## src/hw/rtl/cpde_pkg.sv

```systemverilog
// Shared types and constants of the control point delta encoder.
package cpde_pkg;

   typedef enum logic [2:0] {
      OP_HEADER = 3'd0,
      OP_LAYER  = 3'd1,
      OP_BRANCH = 3'd2,
      OP_POINT  = 3'd3,
      OP_END    = 3'd4
   } op_type;

   localparam logic [1:0] CSR_IMAGE_WIDTH    = 2'd0;
   localparam logic [1:0] CSR_IMAGE_HEIGHT   = 2'd1;
   localparam logic [1:0] CSR_COLOR_SPACE    = 2'd2;
   localparam logic [1:0] CSR_CHANNEL_FACTOR = 2'd3;

   localparam logic [7:0] END_MARK = 8'hFF;
   localparam logic signed [16:0] DELTA_LIMIT = 17'sd127;

   localparam int CMD_BYTES   = 8;
   localparam int BYTE_IDX_W  = $clog2(CMD_BYTES);
   localparam int QUEUE_DEPTH = 4;
   localparam int QUEUE_PTR_W = $clog2(QUEUE_DEPTH);
   localparam int QUEUE_CNT_W = $clog2(QUEUE_DEPTH + 1);

   // One classified command: its bytes in send order (entry 0 first) and
   // the index of its final byte.
   typedef struct packed {
      logic [BYTE_IDX_W-1:0]           last_idx;
      logic [CMD_BYTES-1:0][7:0]       bytes;
   } cmd_type;

   function automatic logic is_wide(logic signed [16:0] d);
      return (d > DELTA_LIMIT) || (d < -DELTA_LIMIT);
   endfunction

endpackage

```

## src/hw/rtl/control_point_delta_encoder.sv

```systemverilog
// Top level of the control point delta encoder.
// Turns header, layer, branch, point and end commands into the skeleton
// control point byte stream on the rsp_ channel, one byte per cycle unless
// rsp_tready holds it back. Bytes per command: header 6, layer start 2,
// branch 3 (an empty branch 1), point 3 (8 when escaped), end 1; unused
// operation codes are taken and give nothing. The byte serializer sets the
// rate; a four-entry command queue lets the front end take new commands
// while earlier ones are still going out, and a command is taken in any cycle
// the queue has room. rsp_tlast marks the final byte of each command. The csr_
// registers must be written only while the block is idle; nothing enforces it.
module control_point_delta_encoder (
   input  logic         clock,
   input  logic         reset,
   input  logic         csr_we,
   input  logic [1:0]   csr_index,
   input  logic [15:0]  csr_wdata,
   input  logic         req_tvalid,
   output logic         req_tready,
   // point_x, point_y, point_radius, layer_level, invert_flag, point_count,
   // curve_degree, sample_count
   input  logic [87:0]  req_tdata,
   // operation
   input  logic [2:0]   req_tuser,
   output logic         rsp_tvalid,
   input  logic         rsp_tready,
   // out_byte
   output logic [7:0]   rsp_tdata,
   // last_byte
   output logic         rsp_tlast
);

   cpde_pkg::cmd_type push_cmd, head;
   logic push_valid, full, empty, pop;

   cpde_front u_front (
      .clock      (clock),
      .reset      (reset),
      .csr_we     (csr_we),
      .csr_index  (csr_index),
      .csr_wdata  (csr_wdata),
      .req_tvalid (req_tvalid),
      .req_tready (req_tready),
      .req_tdata  (req_tdata),
      .req_tuser  (req_tuser),
      .queue_full (full),
      .push_valid (push_valid),
      .push_cmd   (push_cmd)
   );

   cpde_queue u_queue (
      .clock      (clock),
      .reset      (reset),
      .push_valid (push_valid),
      .push_cmd   (push_cmd),
      .full       (full),
      .pop        (pop),
      .empty      (empty),
      .head       (head)
   );

   cpde_back u_back (
      .clock      (clock),
      .reset      (reset),
      .empty      (empty),
      .head       (head),
      .pop        (pop),
      .rsp_tvalid (rsp_tvalid),
      .rsp_tready (rsp_tready),
      .rsp_tdata  (rsp_tdata),
      .rsp_tlast  (rsp_tlast)
   );

endmodule

```

## src/hw/rtl/cpde_front.sv

```systemverilog
// Front end: configuration registers, command classification and delta forming.
module cpde_front (
   input  logic                  clock,
   input  logic                  reset,
   input  logic                  csr_we,
   input  logic [1:0]            csr_index,
   input  logic [15:0]           csr_wdata,
   input  logic                  req_tvalid,
   output logic                  req_tready,
   input  logic [87:0]           req_tdata,
   input  logic [2:0]            req_tuser,
   input  logic                  queue_full,
   output logic                  push_valid,
   output cpde_pkg::cmd_type     push_cmd
);

   logic [15:0] image_width_ff, image_height_ff;
   logic [7:0]  color_space_ff, channel_factor_ff;
   logic [15:0] prev_x_ff, prev_y_ff, prev_r_ff;
   logic [15:0] prev_x_in, prev_y_in, prev_r_in;

   logic [15:0] pt_x, pt_y, pt_r, sample_count;
   logic [7:0]  layer_level, invert_flag;
   logic [3:0]  point_count, curve_degree;
   cpde_pkg::op_type op;
   logic signed [16:0] dx, dx_raw, dy, dr;
   logic        accept, has_bytes;

   assign pt_x         = req_tdata[15:0];
   assign pt_y         = req_tdata[31:16];
   assign pt_r         = req_tdata[47:32];
   assign layer_level  = req_tdata[55:48];
   assign invert_flag  = req_tdata[63:56];
   assign point_count  = req_tdata[67:64];
   assign curve_degree = req_tdata[71:68];
   assign sample_count = req_tdata[87:72];
   assign op           = cpde_pkg::op_type'(req_tuser);

   assign req_tready = !queue_full;
   assign accept     = req_tvalid && req_tready;
   assign push_valid = accept && has_bytes;

   assign dx_raw = $signed({1'b0, pt_x}) - $signed({1'b0, prev_x_ff});
   assign dy     = $signed({1'b0, pt_y}) - $signed({1'b0, prev_y_ff});
   assign dr     = $signed({1'b0, pt_r}) - $signed({1'b0, prev_r_ff});
   // no motion in the plane: send a unit x step, keep the true x
   assign dx     = (dx_raw == 17'sd0 && dy == 17'sd0) ? 17'sd1 : dx_raw;

   always_comb begin
      push_cmd  = '0;
      has_bytes = 1'b1;
      prev_x_in = prev_x_ff;
      prev_y_in = prev_y_ff;
      prev_r_in = prev_r_ff;
      unique case (op)
         cpde_pkg::OP_HEADER: begin
            push_cmd.bytes[0] = image_width_ff[15:8];
            push_cmd.bytes[1] = image_width_ff[7:0];
            push_cmd.bytes[2] = image_height_ff[15:8];
            push_cmd.bytes[3] = image_height_ff[7:0];
            push_cmd.bytes[4] = color_space_ff;
            push_cmd.bytes[5] = channel_factor_ff;
            push_cmd.last_idx = 3'd5;
         end
         cpde_pkg::OP_LAYER: begin
            push_cmd.bytes[0] = layer_level;
            push_cmd.bytes[1] = invert_flag;
            push_cmd.last_idx = 3'd1;
         end
         cpde_pkg::OP_BRANCH: begin
            if (point_count == 4'd0) begin
               push_cmd.last_idx = 3'd0;
            end else begin
               push_cmd.bytes[0] = {point_count, curve_degree};
               push_cmd.bytes[1] = sample_count[15:8];
               push_cmd.bytes[2] = sample_count[7:0];
               push_cmd.last_idx = 3'd2;
            end
         end
         cpde_pkg::OP_POINT: begin
            if (cpde_pkg::is_wide(dx) || cpde_pkg::is_wide(dy) || cpde_pkg::is_wide(dr)) begin
               // escape word, then three 16-bit deltas
               push_cmd.bytes[2] = dx[15:8];
               push_cmd.bytes[3] = dx[7:0];
               push_cmd.bytes[4] = dy[15:8];
               push_cmd.bytes[5] = dy[7:0];
               push_cmd.bytes[6] = dr[15:8];
               push_cmd.bytes[7] = dr[7:0];
               push_cmd.last_idx = 3'd7;
            end else begin
               push_cmd.bytes[0] = dx[7:0];
               push_cmd.bytes[1] = dy[7:0];
               push_cmd.bytes[2] = dr[7:0];
               push_cmd.last_idx = 3'd2;
            end
            prev_x_in = pt_x;
            prev_y_in = pt_y;
            prev_r_in = pt_r;
         end
         cpde_pkg::OP_END: begin
            push_cmd.bytes[0] = cpde_pkg::END_MARK;
            push_cmd.last_idx = 3'd0;
         end
         default: begin
            has_bytes = 1'b0;
         end
      endcase
   end

   always_ff @(posedge clock) begin
      if (reset) begin
         image_width_ff    <= '0;
         image_height_ff   <= '0;
         color_space_ff    <= '0;
         channel_factor_ff <= '0;
      end else if (csr_we) begin
         unique case (csr_index)
            cpde_pkg::CSR_IMAGE_WIDTH:    image_width_ff    <= csr_wdata;
            cpde_pkg::CSR_IMAGE_HEIGHT:   image_height_ff   <= csr_wdata;
            cpde_pkg::CSR_COLOR_SPACE:    color_space_ff    <= csr_wdata[7:0];
            cpde_pkg::CSR_CHANNEL_FACTOR: channel_factor_ff <= csr_wdata[7:0];
            default: ;
         endcase
      end
   end

   always_ff @(posedge clock) begin
      if (reset) begin
         prev_x_ff <= '0;
         prev_y_ff <= '0;
         prev_r_ff <= '0;
      end else if (accept) begin
         prev_x_ff <= prev_x_in;
         prev_y_ff <= prev_y_in;
         prev_r_ff <= prev_r_in;
      end
   end

endmodule

```

## src/hw/rtl/cpde_queue.sv

```systemverilog
// Command queue between the classifying front end and the byte serializer.
module cpde_queue (
   input  logic                  clock,
   input  logic                  reset,
   input  logic                  push_valid,
   input  cpde_pkg::cmd_type     push_cmd,
   output logic                  full,
   input  logic                  pop,
   output logic                  empty,
   output cpde_pkg::cmd_type     head
);

   cpde_pkg::cmd_type mem_ff [cpde_pkg::QUEUE_DEPTH];
   logic [cpde_pkg::QUEUE_PTR_W-1:0] wr_ptr_ff, rd_ptr_ff;
   logic [cpde_pkg::QUEUE_CNT_W-1:0] count_ff, count_in;
   logic do_push, do_pop;

   assign full    = (count_ff == cpde_pkg::QUEUE_CNT_W'(cpde_pkg::QUEUE_DEPTH));
   assign empty   = (count_ff == '0);
   assign head    = mem_ff[rd_ptr_ff];
   assign do_push = push_valid && !full;
   assign do_pop  = pop && !empty;

   always_comb begin
      count_in = count_ff;
      if (do_push && !do_pop) begin
         count_in = count_ff + 1'b1;
      end else if (do_pop && !do_push) begin
         count_in = count_ff - 1'b1;
      end
   end

   always_ff @(posedge clock) begin
      if (do_push) begin
         mem_ff[wr_ptr_ff] <= push_cmd;
      end
   end

   always_ff @(posedge clock) begin
      if (reset) begin
         wr_ptr_ff <= '0;
         rd_ptr_ff <= '0;
         count_ff  <= '0;
      end else begin
         if (do_push) wr_ptr_ff <= wr_ptr_ff + 1'b1;
         if (do_pop)  rd_ptr_ff <= rd_ptr_ff + 1'b1;
         count_ff <= count_in;
      end
   end

`ifndef SYNTH
   a_no_push_when_full: assert property (@(posedge clock) disable iff (reset)
      !(push_valid && full)) else $error("push into a full command queue");
   a_count_bound: assert property (@(posedge clock) disable iff (reset)
      count_ff <= cpde_pkg::QUEUE_CNT_W'(cpde_pkg::QUEUE_DEPTH))
      else $error("command queue count out of range");
   a_ptr_gap: assert property (@(posedge clock) disable iff (reset)
      (wr_ptr_ff - rd_ptr_ff) == count_ff[cpde_pkg::QUEUE_PTR_W-1:0])
      else $error("queue pointers disagree with count");
   a_push_grows: assert property (@(posedge clock) disable iff (reset)
      (do_push && !do_pop) |=> (count_ff == $past(count_ff) + 1'b1))
      else $error("push without pop did not grow the queue");
`endif

endmodule

```

## src/hw/rtl/cpde_back.sv

```systemverilog
// Back end: serializes each queued command onto the byte stream.
module cpde_back (
   input  logic                  clock,
   input  logic                  reset,
   input  logic                  empty,
   input  cpde_pkg::cmd_type     head,
   output logic                  pop,
   output logic                  rsp_tvalid,
   input  logic                  rsp_tready,
   output logic [7:0]            rsp_tdata,
   output logic                  rsp_tlast
);

   logic [cpde_pkg::BYTE_IDX_W-1:0] idx_ff, idx_in;
   logic xfer;

   assign rsp_tvalid = !empty;
   assign rsp_tdata  = head.bytes[idx_ff];
   assign rsp_tlast  = (idx_ff == head.last_idx);
   assign xfer       = rsp_tvalid && rsp_tready;
   assign pop        = xfer && rsp_tlast;

   always_comb begin
      idx_in = idx_ff;
      if (pop) begin
         idx_in = '0;
      end else if (xfer) begin
         idx_in = idx_ff + 1'b1;
      end
   end

   always_ff @(posedge clock) begin
      if (reset) begin
         idx_ff <= '0;
      end else begin
         idx_ff <= idx_in;
      end
   end

`ifndef SYNTH
   a_idx_in_cmd: assert property (@(posedge clock) disable iff (reset)
      rsp_tvalid |-> (idx_ff <= head.last_idx))
      else $error("byte index ran past the command");
   a_idle_at_start: assert property (@(posedge clock) disable iff (reset)
      empty |-> (idx_ff == '0)) else $error("byte index not cleared while idle");
   a_step: assert property (@(posedge clock) disable iff (reset)
      (xfer && !rsp_tlast) |=> (idx_ff == $past(idx_ff) + 1'b1))
      else $error("byte index did not advance after transfer");
`endif

endmodule
```

## config.mk

```make
export PLATFORM = sky130hd
export DESIGN_NAME = control_point_delta_encoder
export DESIGN_NICKNAME = d
export VERILOG_FILES = /design/src/hw/rtl/cpde_pkg.sv /design/src/hw/rtl/control_point_delta_encoder.sv /design/src/hw/rtl/cpde_front.sv /design/src/hw/rtl/cpde_queue.sv /design/src/hw/rtl/cpde_back.sv
export SDC_FILE = /design/constraint.sdc
export NUM_CORES = 1
export LEC_CHECK = 0
export ABC_CLOCK_PERIOD_IN_PS = 10200
export BUFFER_PORTS_ARGS = -buffer_cell sky130_fd_sc_hd__buf_4
export CAP_MARGIN = 30
export CORE_UTILIZATION = 35
export CTS_CLUSTER_SIZE = 20
export DETAILED_ROUTE_END_ITERATION = 16
export SYNTH_ARGS = -nofsm -noshare
export SYNTH_HDL_FRONTEND = slang
export SYNTH_SLANG_ARGS = --single-unit
```

## constraint.sdc

```tcl
create_clock -name clock -period 10.2 [get_ports clock]
set_input_delay 2.04 -clock clock [delete_from_list [all_inputs] [get_ports clock]]
set_output_delay 2.04 -clock clock [all_outputs]
set_load 0.1 [all_outputs]
```

Word-level counts from Yosys, hierarchy flattened
Memory sizes are Yosys's and may differ from the RTL's. A register that Yosys moved wholly into a read port is not among the register bits.
Index checks and enable logic that the tools add are counted.
Operators by class
  add/subtract/negate cells: 8
  multipliers: 0
  shifts and indexed selects: 0
  equality and inequality tests: 9
  magnitude comparators: 7
  div/mod/pow operators: 0
  multiplexer cells: 22
  reductions and logical operators: 32
  bitwise operators: 0
Operator list (number)
  greater-than comparator 17 x 8 -> 1 bit, second input constant: 3
  < comparator 17 x 8 -> 1 bit, second input constant: 3
  subtractor 16 x 16 -> 17 bit: 3
  case mux 24 bit (2 select lines): 1
  2-to-1 mux 40 bit: 1
  case mux 8 bit (5 select lines): 1
  logical NOT 17 bit: 2
  2-to-1 mux 16 bit: 2
  case mux 8 bit (4 select lines): 1
  binary-select mux 8 bit (select 3 bit): 1
  2-to-1 mux 24 bit: 1
  case mux 8 bit (3 select lines): 1
  2-to-1 mux 17 bit: 1
  2-to-1 mux 8 bit: 2
  case mux 3 bit (4 select lines): 1
  AND reduction 2 bit: 5
  logical AND 1 bit: 9
  2-to-1 mux 3 bit: 3
  adder 3 x 1 -> 3 bit, second input constant: 2
  == test 3 x 2 -> 1 bit, second input constant: 2
  == test 3 bit, second input constant: 2
  logical NOT 3 bit: 2
  2-to-1 mux 2 bit: 3
  logical OR 1 bit: 5
  14 further kinds: 21
Word-level totals
  word-level logic and storage cells: 90
  bits in latches: 0
  bits of input ports: 114
  output and inout bits: 11
  register bits after elaboration: 106
  memories: 1
  memory bits (writable): 268
  bits in read-only memories: 0
Memory list
  u_queue.mem_ff: words 4, bits a word 67, rd ports 1, clocked after memory_dff 1, write ports 1, RTL line cpde_queue.sv:13  | cpde_pkg::cmd_type mem_ff [cpde_pkg::QUEUE_DEPTH];

Depth between registers and ports, before layout
Gate-level depths: netlist (run 1).
  depth in word-level cells: 10
  gate-level depth with buffers: 16
  depth with buffers taken out: 14

By module
A second synthesis (run 1) with hierarchy kept.
Unflattened totals
  cell total of the unflattened synthesis: 1549
  area total of the unflattened synthesis: 18765.5 um^2
Modules (own cells, without submodules)
  cpde_queue: times used 1, cells each 398, area each 10159.7 um^2, sequential area each 8227.9 um^2
  cpde_front: times used 1, cells each 1097, area each 7827.5 um^2, sequential area each 1921.8 um^2
  cpde_back: times used 1, cells each 54, area each 778.2 um^2, sequential area each 60.1 um^2

Worst setup path before layout (run 1)
No wires, ideal clock.
  path type: input -> register
  start: input port req_tdata[0]
  end: memory u_queue.mem_ff[0][66] (netlist bit) (data pin)
  arrival time: 5081 ps
  path buffers: 1
  cell stages on the path: 13
  setup slack: 4818 ps
  cell sequence: inv_1 ha_1 fa_1 nand2b_1 a211oi_2 o21a_1 xnor2_1 or4b_1 or4_4 a22oi_1 a21o_1 buf_2 o21ai_0
RTL lines
  start: declaration: RTL line control_point_delta_encoder.sv:21  | input logic [87:0] req_tdata,
  end: declaration: RTL line cpde_queue.sv:13

==> results.sh, run 1 <==
export IMPL_status="finished, final reports clean"
export IMPL_switchingPower_mw=1.10
export IMPL_cts_sinks=376
export IMPL_final_common_cell="edfxtp_1"
export IMPL_pwr_share_seq=0.446
export IMPL_cts_setup_buffers=0
export IMPL_initial_core_util=0.356
export IMPL_fp_dieH_um=231
export IMPL_cts_tree="yes"
export IMPL_place_gp_congestion=0.843
export IMPL_power_density_nw_per_um2=182
export IMPL_dr_pass1_iters=6
export IMPL_drv_cap=0
export IMPL_max_freq_mhz=166
export IMPL_p_leak_nw=7.29
export IMPL_start_kind="primary input"
export IMPL_syn_area_per_cell_um2=12.2
export IMPL_cp_cell_sequence="buf_4, inv_1, ha_1, inv_1, fa_1, a211oi_1, nor2_1, o311ai_1, a211oi_1, nor4_1, nand4_1, or4_1, a22oi_2, nand3_4, o221ai_1"
export IMPL_wl_um=50600
export IMPL_worstPathArrival_ns=6.35
export IMPL_fin_worst_skew_ns=0.0191
export IMPL_fill_cells=4857
export IMPL_rsz0062_at_grt="no"
export IMPL_postRouteAntennaNets=0
export IMPL_area_delta_synth_final_pct=16.7
export IMPL_final_setup_viol_count=0
export IMPL_p_sw_frac=0.282
export IMPL_portBuffers=124
export IMPL_async_flop_share=0
export IMPL_die_w_um=231
export IMPL_end_kind="flip-flop"
export IMPL_holdBufCountCts=0
export IMPL_vias_per_cell=5.42
export IMPL_grt_ovfl_total=0
export IMPL_via_count=12617
export IMPL_fin_nets=1790
export IMPL_hp_class="reg2reg"
export IMPL_slew_headroom=0.311
export IMPL_coreArea_um2=51700
export IMPL_fin_setup_tns_ns=0
export IMPL_cts_max_level=2
export IMPL_clk_latency_ns=0.56
export IMPL_wire_per_inst_um=21.7
export IMPL_clock_path_buffers=3
export IMPL_slowest_delay_ns=0.62
export IMPL_path_max_fanout=15
export IMPL_cp_slowest_cell="a22oi_2"
export IMPL_intPower_mw=2.81
export IMPL_synth_cell_types=84
export IMPL_drv_slew=0
export IMPL_ys_ff_latch=376
export IMPL_grt_pass1_wl_um=76600
export IMPL_row_count=83
export IMPL_cp_top_family="compound AO/OA/AOI/OAI gates"
export IMPL_final_core_util=0.416
export IMPL_drive_above_1_share=0.210
export IMPL_syn_cell_area_um2=18400
export IMPL_path_class="in2reg"
export IMPL_synth_edff_count=268
export IMPL_post_cts_resized=0
export IMPL_period_share=0.589
export IMPL_drc=0
export IMPL_grt_max_degree=75
export IMPL_ios=125
export IMPL_worst_pin_slew_ns=1.03
export IMPL_synth_seq_area_share=0.554
export IMPL_antenna_found_initial=0
export IMPL_p_clk_frac=0.366
export IMPL_hold_violations=0
export IMPL_drt_iter0_drc=1114
export IMPL_timing_critical_path_buf_inv=3
export IMPL_ir_worst_vdd_uv=142
export IMPL_grt_pass1_vias=12484
export IMPL_final_cell_mix="edfxtp_1 (268), nand2_1 (226), buf_4 (138)"
export IMPL_synth_top_flop_cell="edfxtp_1"
export IMPL_path_clk_slew_ns=0.06
export IMPL_worstPathRequired_ns=10.54
export IMPL_die_area_um2=53600
export IMPL_synthCells=1508
export IMPL_numCtsBuffers=40
export IMPL_grt_use_total=0.191
export IMPL_timing_final_crit_period_ns=6.01
export IMPL_cts_root_buf="clkbuf_16"
export IMPL_dpl_hpwl_um=35400
export IMPL_yosys_warnings=0
export IMPL_comb_power_share=0.188
export IMPL_syn_nets=1681
tightest hold or removal path: cells and delay by family (launching register included):
kind / cells / cell delay, ns
AOI/OAI and AO/OA: 1 / 0.05
and+or+nand+nor: 1 / 0.05
DFF: 1 / 0.31
synthesized netlist by cell type, types with 5 or more instances:
cell / instances / area share
mux2i_1: 28 / 0.015
a21oi_1: 123 / 0.033
dfxtp_1: 108 / 0.12
nor2_1: 73 / 0.015
a22oi_1: 15 / 0.0061
mux4_2: 83 / 0.10
clkbuf_1: 56 / 0.011
buf_2: 9 / 0.0024
inv_1: 67 / 0.014
nand3b_1: 5 / 0.0020
a222oi_1: 8 / 0.0043
nor4_1: 5 / 0.0017
a21o_1: 17 / 0.0069
nand3_1: 27 / 0.0073
edfxtp_1: 268 / 0.44
o21a_1: 6 / 0.0024
nor2b_1: 11 / 0.0037
nand2_1: 226 / 0.046
a21boi_0: 6 / 0.0024
nand4_1: 7 / 0.0024
o211ai_1: 9 / 0.0037
xor2_1: 21 / 0.010
o221ai_2: 9 / 0.0073
mux2_2: 10 / 0.0061
nor3_1: 18 / 0.0049
ha_1: 55 / 0.037
nand2b_1: 7 / 0.0024
and2_1: 19 / 0.0064
and3_1: 10 / 0.0034
or3_1: 9 / 0.0031
xnor2_1: 19 / 0.0090
o21ai_0: 47 / 0.013
nor3b_1: 7 / 0.0029
a211oi_1: 14 / 0.0057
buf_1: 12 / 0.0024
o221ai_1: 7 / 0.0033
through the flow:
step	hold slack (ns)	worst slack [ns]	std cells	instance area [um^2]	power (mW)
floorplan	0.433	4.82	1508	18400	2.27
global placement	0.441	3.71	2246	20000	2.50
detailed placement	0.445	3.71	2255	20200	2.52
CTS	0.453	4.14	2329	21500	3.95
global route	0.470	3.96	2329	21500	4.05
finish	0.452	4.19	2330	21500	3.91
final timing paths:
check                             from                     to  slack (ns)  depth (start not counted)
hold / removal    u_front.prev_r_ff[5]   u_front.prev_r_ff[5]        0.45                          2
setup / recovery         req_tdata[32]  u_queue.mem_ff[3][12]        4.19                         15
setup reg to reg  u_front.prev_r_ff[0]  u_queue.mem_ff[3][12]        5.49                         13
hold reg to reg   u_front.prev_r_ff[5]   u_front.prev_r_ff[5]        0.45                          2
final cells by class:
type / count / area [um^2] / area share
multi-input combinational: 985 / 7670 / 0.357
sequential: 376 / 10200 / 0.475
antenna: 1 / 2.50 / 0.000116
clock buffer: 53 / 1080 / 0.0503
inverter: 67 / 251 / 0.0117
clock inverter: 21 / 195 / 0.00907
tap: 680 / 851 / 0.0395
timing repair buffer: 147 / 1240 / 0.0579
registers in the layout, summed over array words and instances (netlist names), named ones only:
signal,cells
u_queue.wr_ptr_ff,2
u_front.prev_x_ff,16
u_front.image_width_ff,16
u_front.image_height_ff,16
u_queue.count_ff,3
u_front.color_space_ff,8
u_queue.rd_ptr_ff,2
u_front.prev_r_ff,16
u_front.prev_y_ff,16
u_back.idx_ff,3
u_queue.mem_ff,268
u_front.channel_factor_ff,8
logic make-up (layout without fill, tap and decap cells):
group / after synthesis / after routing / share of synthesized area
simple gates: 449 / 449 / 0.113
flops: 376 / 376 / 0.554
compound gates: 316 / 316 / 0.118
buf+inv: 147 / 288 / 0.0316
mux: 121 / 121 / 0.123
fa+ha+maj: 59 / 59 / 0.0417
xor+xnor: 40 / 40 / 0.0190
other cells: 0 / 1 / 0
power groups by stage:
stage	clock, mW	combinational (mW)	sequential (mW)
after CTS	1.46	0.742	1.75
after global routing	1.51	0.786	1.75
after global placement	0	0.719	1.78
final	1.43	0.734	1.74
after floorplan	0	0.502	1.76
after detailed placement	0	0.740	1.78
layer usage:
layer  GRT usage  wire, um  share of wire
met1       0.254     21800           0.43
met2       0.310     24100           0.48
met5           0         0              0
met3      0.0326      3270          0.065
met4      0.0702      1500          0.030
(Power assumes the default switching activity.)
==> run 2, diff against run 1 <==
Settings changed: ABC_CLOCK_PERIOD_IN_PS 10200 to 5000.
Clock period 10.2 ns to 5 ns, I/O delays scaled along.
==> results.sh, run 2 (same netlist as run 1, synthesis figures left out) <==
export IMPL_status="finished, final reports clean"
export IMPL_max_freq_mhz=229
export IMPL_period_share=0.873
export IMPL_startpoint="req_tdata[32]"
export IMPL_grt_pass1_vias=12730
export IMPL_postRouteAntennaNets=0
export IMPL_design_area_um2=21600
export IMPL_hold_violations=0
export IMPL_largest_reg_flops=268
export IMPL_drive_above_1_share=0.216
export IMPL_path_class="in2reg"
export IMPL_drc=0
export IMPL_grt_use_total=0.189
export IMPL_row_count=83
export IMPL_rsz0062_at_grt="no"
export IMPL_p_leak_nw=7.35
export IMPL_slew_headroom=0.322
export IMPL_worstPathArrival_ns=4.67
export IMPL_cts_sinks=376
export IMPL_cp_slowest_cell="a211oi_1"
export IMPL_path_clk_slew_ns=0.06
export IMPL_fin_worst_skew_ns=0.0243
export IMPL_grt_max_degree=78
export IMPL_die_area_um2=53600
export IMPL_fin_nets=1803
export IMPL_cp_top_family="compound AO/OA/AOI/OAI gates"
export IMPL_portBuffers=124
export IMPL_end_kind="flip-flop"
export IMPL_wire_per_inst_um=21.7
export IMPL_worstPathRequired_ns=5.31
export IMPL_cts_setup_buffers=0
export IMPL_antenna_found_initial=1
export IMPL_wl_um=50700
export IMPL_numCtsBuffers=39
export IMPL_dr_pass1_iters=6
export IMPL_area_delta_synth_final_pct=17.2
export IMPL_power_density_nw_per_um2=370
export IMPL_timing_critical_path_buf_inv=4
export IMPL_grt_ovfl_total=0
export IMPL_postPlaceCellArea_um2=20300
export IMPL_clk_latency_ns=0.56
export IMPL_start_kind="primary input"
export IMPL_fin_setup_tns_ns=0
export IMPL_cts_tree="yes"
export IMPL_cp_cell_sequence="buf_4, inv_1, ha_1, inv_1, fa_1, a211oi_1, o21ai_1, a31o_2, a211oi_2, xor2_1, and4b_1, nand3_1, a22oi_2, nand3_4, buf_12, o221ai_1"
export IMPL_top_register="u_queue.mem_ff"
export IMPL_clock_path_buffers=3
export IMPL_hp_start="u_front.prev_y_ff[6]"
export IMPL_via_count=12775
export IMPL_holdBufCountCts=0
export IMPL_final_setup_viol_count=0
export IMPL_initial_core_util=0.356
export IMPL_final_cell_mix="edfxtp_1 (268), nand2_1 (226), buf_4 (149)"
export IMPL_hp_class="reg2reg"
export IMPL_path_max_fanout=15
export IMPL_post_cts_resized=0
export IMPL_dpl_hpwl_um=36300
export IMPL_final_common_cell="edfxtp_1"
export IMPL_timing_final_crit_period_ns=4.37
export IMPL_grt_pass1_wl_um=77000
export IMPL_worst_pin_slew_ns=1.01
export IMPL_drv_cap=0
export IMPL_diodes=0
export IMPL_ios=125
export IMPL_slowest_delay_ns=0.45
export IMPL_drt_iter0_drc=942
export IMPL_r2r_start="u_front.prev_r_ff[0]"
export IMPL_fp_dieH_um=231
export IMPL_drv_slew=0
export IMPL_critPathMostFrequentCell="inv_1"
export IMPL_cts_max_level=2
export IMPL_die_w_um=231
export IMPL_cts_root_buf="clkbuf_16"
export IMPL_coreArea_um2=51700
export IMPL_place_gp_congestion=0.867
export IMPL_vias_per_cell=5.46
export IMPL_ir_worst_vdd_uv=257
==> run 2: power breakdown <==
part	total (mW)	internal, mW	switching [mW]
Combinational	1.53	0.558	0.971
Sequential	3.56	3.50	0.0640
Clock	2.89	1.66	1.23
==> run 2: per-layer routing <==
metal	share of wire	up-vias	track usage
li1	-	5921	-
met1	0.44	6372	0.256
met2	0.49	424	0.323
met3	0.054	58	0.0221
met4	0.018	0	0.0443
met5	0	-	0
==> run 2: worst min-delay path, cell delays in order, from the launching register on <==
cell,delay [ns]
dfxtp_1,0.31
nand2_1,0.05
a21oi_1,0.05
==> run 2: final timing paths <==
path / to / slack, ns / cells past startpoint
worst max-delay path: u_queue.mem_ff[2][11] / 0.63 / 16
worst min-delay path: u_front.prev_y_ff[6] / 0.45 / 2
worst max register to register: u_queue.mem_ff[2][11] / 0.92 / 14
worst min register to register: u_front.prev_y_ff[6] / 0.45 / 2
==> run 2: through the flow <==
| step | power, mW | utilization | hold WS, ns | setup slack, ns | instances |
|---|---|---|---|---|---|
| after global routing | 8.26 | 0.418 | 0.470 | 0.395 | 2341 |
| after floorplan | 4.62 | - | 0.433 | 0.658 | 1508 |
| after CTS | 8.04 | 0.418 | 0.451 | 0.590 | 2341 |
| final | 7.98 | 0.418 | 0.453 | 0.633 | 2341 |
| after detailed placement | 5.17 | 0.393 | 0.444 | 0.112 | 2269 |
| after global placement | 5.15 | 0.393 | 0.441 | 0.157 | 2267 |
==> run 2: layout make-up <==
cell class,instances,area (um^2)
clock inverters,20,211
multi-input cells,985,7670
fillers,4870,30100
well taps,680,851
inverters,67,251
flip-flops and latches,376,10200
repair buffers,161,1350
clock buffers,52,1050
==> run 3, diff against run 2 <==
Settings changed: ABC_AREA from default to 1, CORE_UTILIZATION 35 to 57, CTS_BUF_LIST from default to sky130_fd_sc_hd__clkbuf_8, PLACE_DENSITY from default to 0.79.
==> results.sh, run 3 <==
export IMPL_cts_tree="yes"
export IMPL_grt_pass1_vias=14959
export IMPL_worstPathRequired_ns=4.00
export IMPL_cp_slowest_cell="dfxtp_4"
export IMPL_path_class="reg2out"
export IMPL_max_freq_mhz=234
export IMPL_status="finished, final reports clean"
export IMPL_syn_nets=2253
export IMPL_async_flop_share=0
export IMPL_vias_per_cell=5.90
export IMPL_critPathMostFrequentCell="buf_4"
export IMPL_synth_top_flop_cell="edfxtp_1"
export IMPL_grt_use_total=0.312
export IMPL_path_clk_slew_ns=0.06
export IMPL_fp_dieH_um=183
export IMPL_p_clk_frac=0.361
export IMPL_worstHoldPathCells=2
export IMPL_syn_cell_area_um2=18700
export IMPL_area_delta_synth_final_pct=14.4
export IMPL_reg2reg_to="u_queue.count_ff[1]"
export IMPL_cts_max_level=2
export IMPL_drc=0
export IMPL_p_leak_nw=8.61
export IMPL_cts_setup_buffers=0
export IMPL_cts_sinks=376
export IMPL_ios=125
export IMPL_intPower_mw=5.49
export IMPL_cts_root_buf="clkbuf_8"
export IMPL_min_to="u_front.prev_x_ff[0]"
export IMPL_slowest_delay_ns=0.74
export IMPL_synth_seq_area_share=0.546
export IMPL_portBuffers=124
export IMPL_drv_slew=0
export IMPL_timing_final_crit_period_ns=4.28
export IMPL_power_density_nw_per_um2=369
export IMPL_synth_cell_types=53
export IMPL_pwr_share_seq=0.449
export IMPL_cp_cell_sequence="buf_4, nand2_1, a32oi_1, xor2_1, nor3b_1, buf_4"
export IMPL_hp_start="u_front.prev_x_ff[0]"
export IMPL_drt_iter0_drc=1564
export IMPL_final_setup_viol_count=0
export IMPL_grt_ovfl_total=0
export IMPL_yosys_warnings=0
export IMPL_p_sw_frac=0.303
export IMPL_grt_max_degree=93
export IMPL_diodes=0
export IMPL_ir_worst_vdd_uv=229
export IMPL_clk_latency_ns=0.65
export IMPL_path_max_fanout=59
export IMPL_timing_critical_path_buf_inv=2
export IMPL_drv_cap=0
export IMPL_ys_ff_latch=376
export IMPL_design_area_um2=21400
export IMPL_die_area_um2=33500
export IMPL_initial_core_util=0.586
export IMPL_rsz0062_at_grt="no"
export IMPL_top_register="u_queue.mem_ff"
export IMPL_hp_class="reg2reg"
export IMPL_slew_headroom=0.349
export IMPL_fin_worst_skew_ns=0.0391
export IMPL_clock_path_buffers=3
export IMPL_wl_um=52300
export IMPL_comb_power_share=0.190
export IMPL_start_kind="flip-flop"
export IMPL_dpl_hpwl_um=35800
export IMPL_end_kind="output pin"
export IMPL_cp_top_family="buffers and inverters"
export IMPL_place_gp_congestion=0.994
export IMPL_final_cell_mix="nor2_1 (324), nand2_1 (318), edfxtp_1 (268)"
export IMPL_postPlaceCellArea_um2=20000
export IMPL_post_cts_resized=0
export IMPL_fin_setup_tns_ns=0
export IMPL_die_w_um=183
export IMPL_row_count=65
export IMPL_netlist_top_cells_area="edfxtp_1 (43%), dfxtp_1 (12%), o21ai_0 (6.7%)"
export IMPL_via_count=15821
export IMPL_setup_ws_ns=0.724
export IMPL_numCtsBuffers=60
export IMPL_largest_reg_flops=268
export IMPL_period_share=0.855
export IMPL_worstPathArrival_ns=3.28
export IMPL_final_common_cell="nor2_1"
export IMPL_hold_violations=0
export IMPL_coreArea_um2=31900
export IMPL_antenna_found_initial=2
export IMPL_synth_top_area_frac=0.431
export IMPL_synth_edff_count=268
export IMPL_switchingPower_mw=2.39
export IMPL_synthCells=2080
export IMPL_preCtsSetupSlack_ns=0.572
export IMPL_wire_per_inst_um=19.5
export IMPL_fin_hold_ws_ns=0.451
export IMPL_worst_pin_slew_ns=0.973
export IMPL_synth_most_common_cell="nor2_1"
export IMPL_synth_common_cells="nor2_1 (329), nand2_1 (318), edfxtp_1 (268), o21ai_0 (249), inv_1 (197)"
export IMPL_reg2reg_depth=11
export IMPL_reg2reg_slack_ns=1.19
export IMPL_yosys_area_top_type="edfxtp_1"
export IMPL_drive_above_1_share=0.134
export IMPL_holdBufCountCts=0
export IMPL_postRouteAntennaNets=0
export IMPL_grt_pass1_wl_um=80700
export IMPL_syn_area_per_cell_um2=8.98
export IMPL_fin_nets=2367
export IMPL_dr_pass1_iters=7
export IMPL_fill_cells=2583
run 3: changes by cell type after synthesis, sizes merged, moves of 22 or more:
cell    delta
nor2     +259
o21ai    +221
inv      +142
nand2    +107
mux4      -83
nand3     +75
o221ai    +32
clkbuf    +28
mux2i     -28
nand4     +27
a21oi     -26
o22ai     +22
run 3: worst max path at each step:
stage,from,to,depth (start not counted)
after global placement,req_tdata[3],u_queue.mem_ff[2][51],15
after detailed placement,req_tdata[3],u_queue.mem_ff[3][28],15
after CTS,flip-flop,rsp_tlast,6
final,flip-flop,rsp_tlast,6
after floorplan,u_queue.count_ff[1],u_queue.mem_ff[0][0],6
after global routing,flip-flop,rsp_tdata[5],6
run 3: kinds of logic after synthesis:
family / count (synthesis) / synth area share
AO/OA/AOI/OAI: 491 / 0.154
XOR/XNOR: 14 / 0.00737
adder cells (fa/ha/maj): 59 / 0.0411
buffers and inverters: 306 / 0.0635
flip-flops: 376 / 0.546
AND/OR/NAND/NOR: 834 / 0.188
run 3: routing by layer:
layer,vias to the layer above,global-route usage,routed length (um)
met5,-,0,0
met4,0,0.123,1960
met3,130,0.0562,5440
met1,7420,0.427,21100
met2,839,0.494,23800
li1,7432,-,-
run 3: layout make-up:
class | count | area, um^2 | share of cell area
Sequential cell | 376 | 10200 | 0.478
Multi-Input combinational cell | 1398 | 7330 | 0.343
Timing Repair Buffer | 145 | 1150 | 0.0539
Clock buffer | 72 | 991 | 0.0464
Inverter | 213 | 803 | 0.0376
Tap cell | 435 | 544 | 0.0255
Clock inverter | 42 | 340 | 0.0159
run 3: metrics by stage:
stage	instances	power, mW	util
final	2681	7.88	0.670
after global routing	2681	8.18	0.670
after CTS	2681	7.89	0.670
after detailed placement	2567	5.08	0.629
after global placement	2567	5.05	0.629
after floorplan	2080	4.58	-
run 3: power groups by stage:
stage               Sequential, mW  Clock (mW)  Combinational [mW]
finish                        3.54        2.84                1.50
floorplan                     3.60           0               0.990
global placement              3.60           0                1.45
global route                  3.55        3.02                1.61
CTS                           3.54        2.87                1.48
detailed placement            3.61           0                1.47
run 3: tightest hold or removal path, stage by stage, from the launching register on:
cell     delay, ns
dfxtp_1       0.31
inv_1         0.05
a21oi_1       0.05
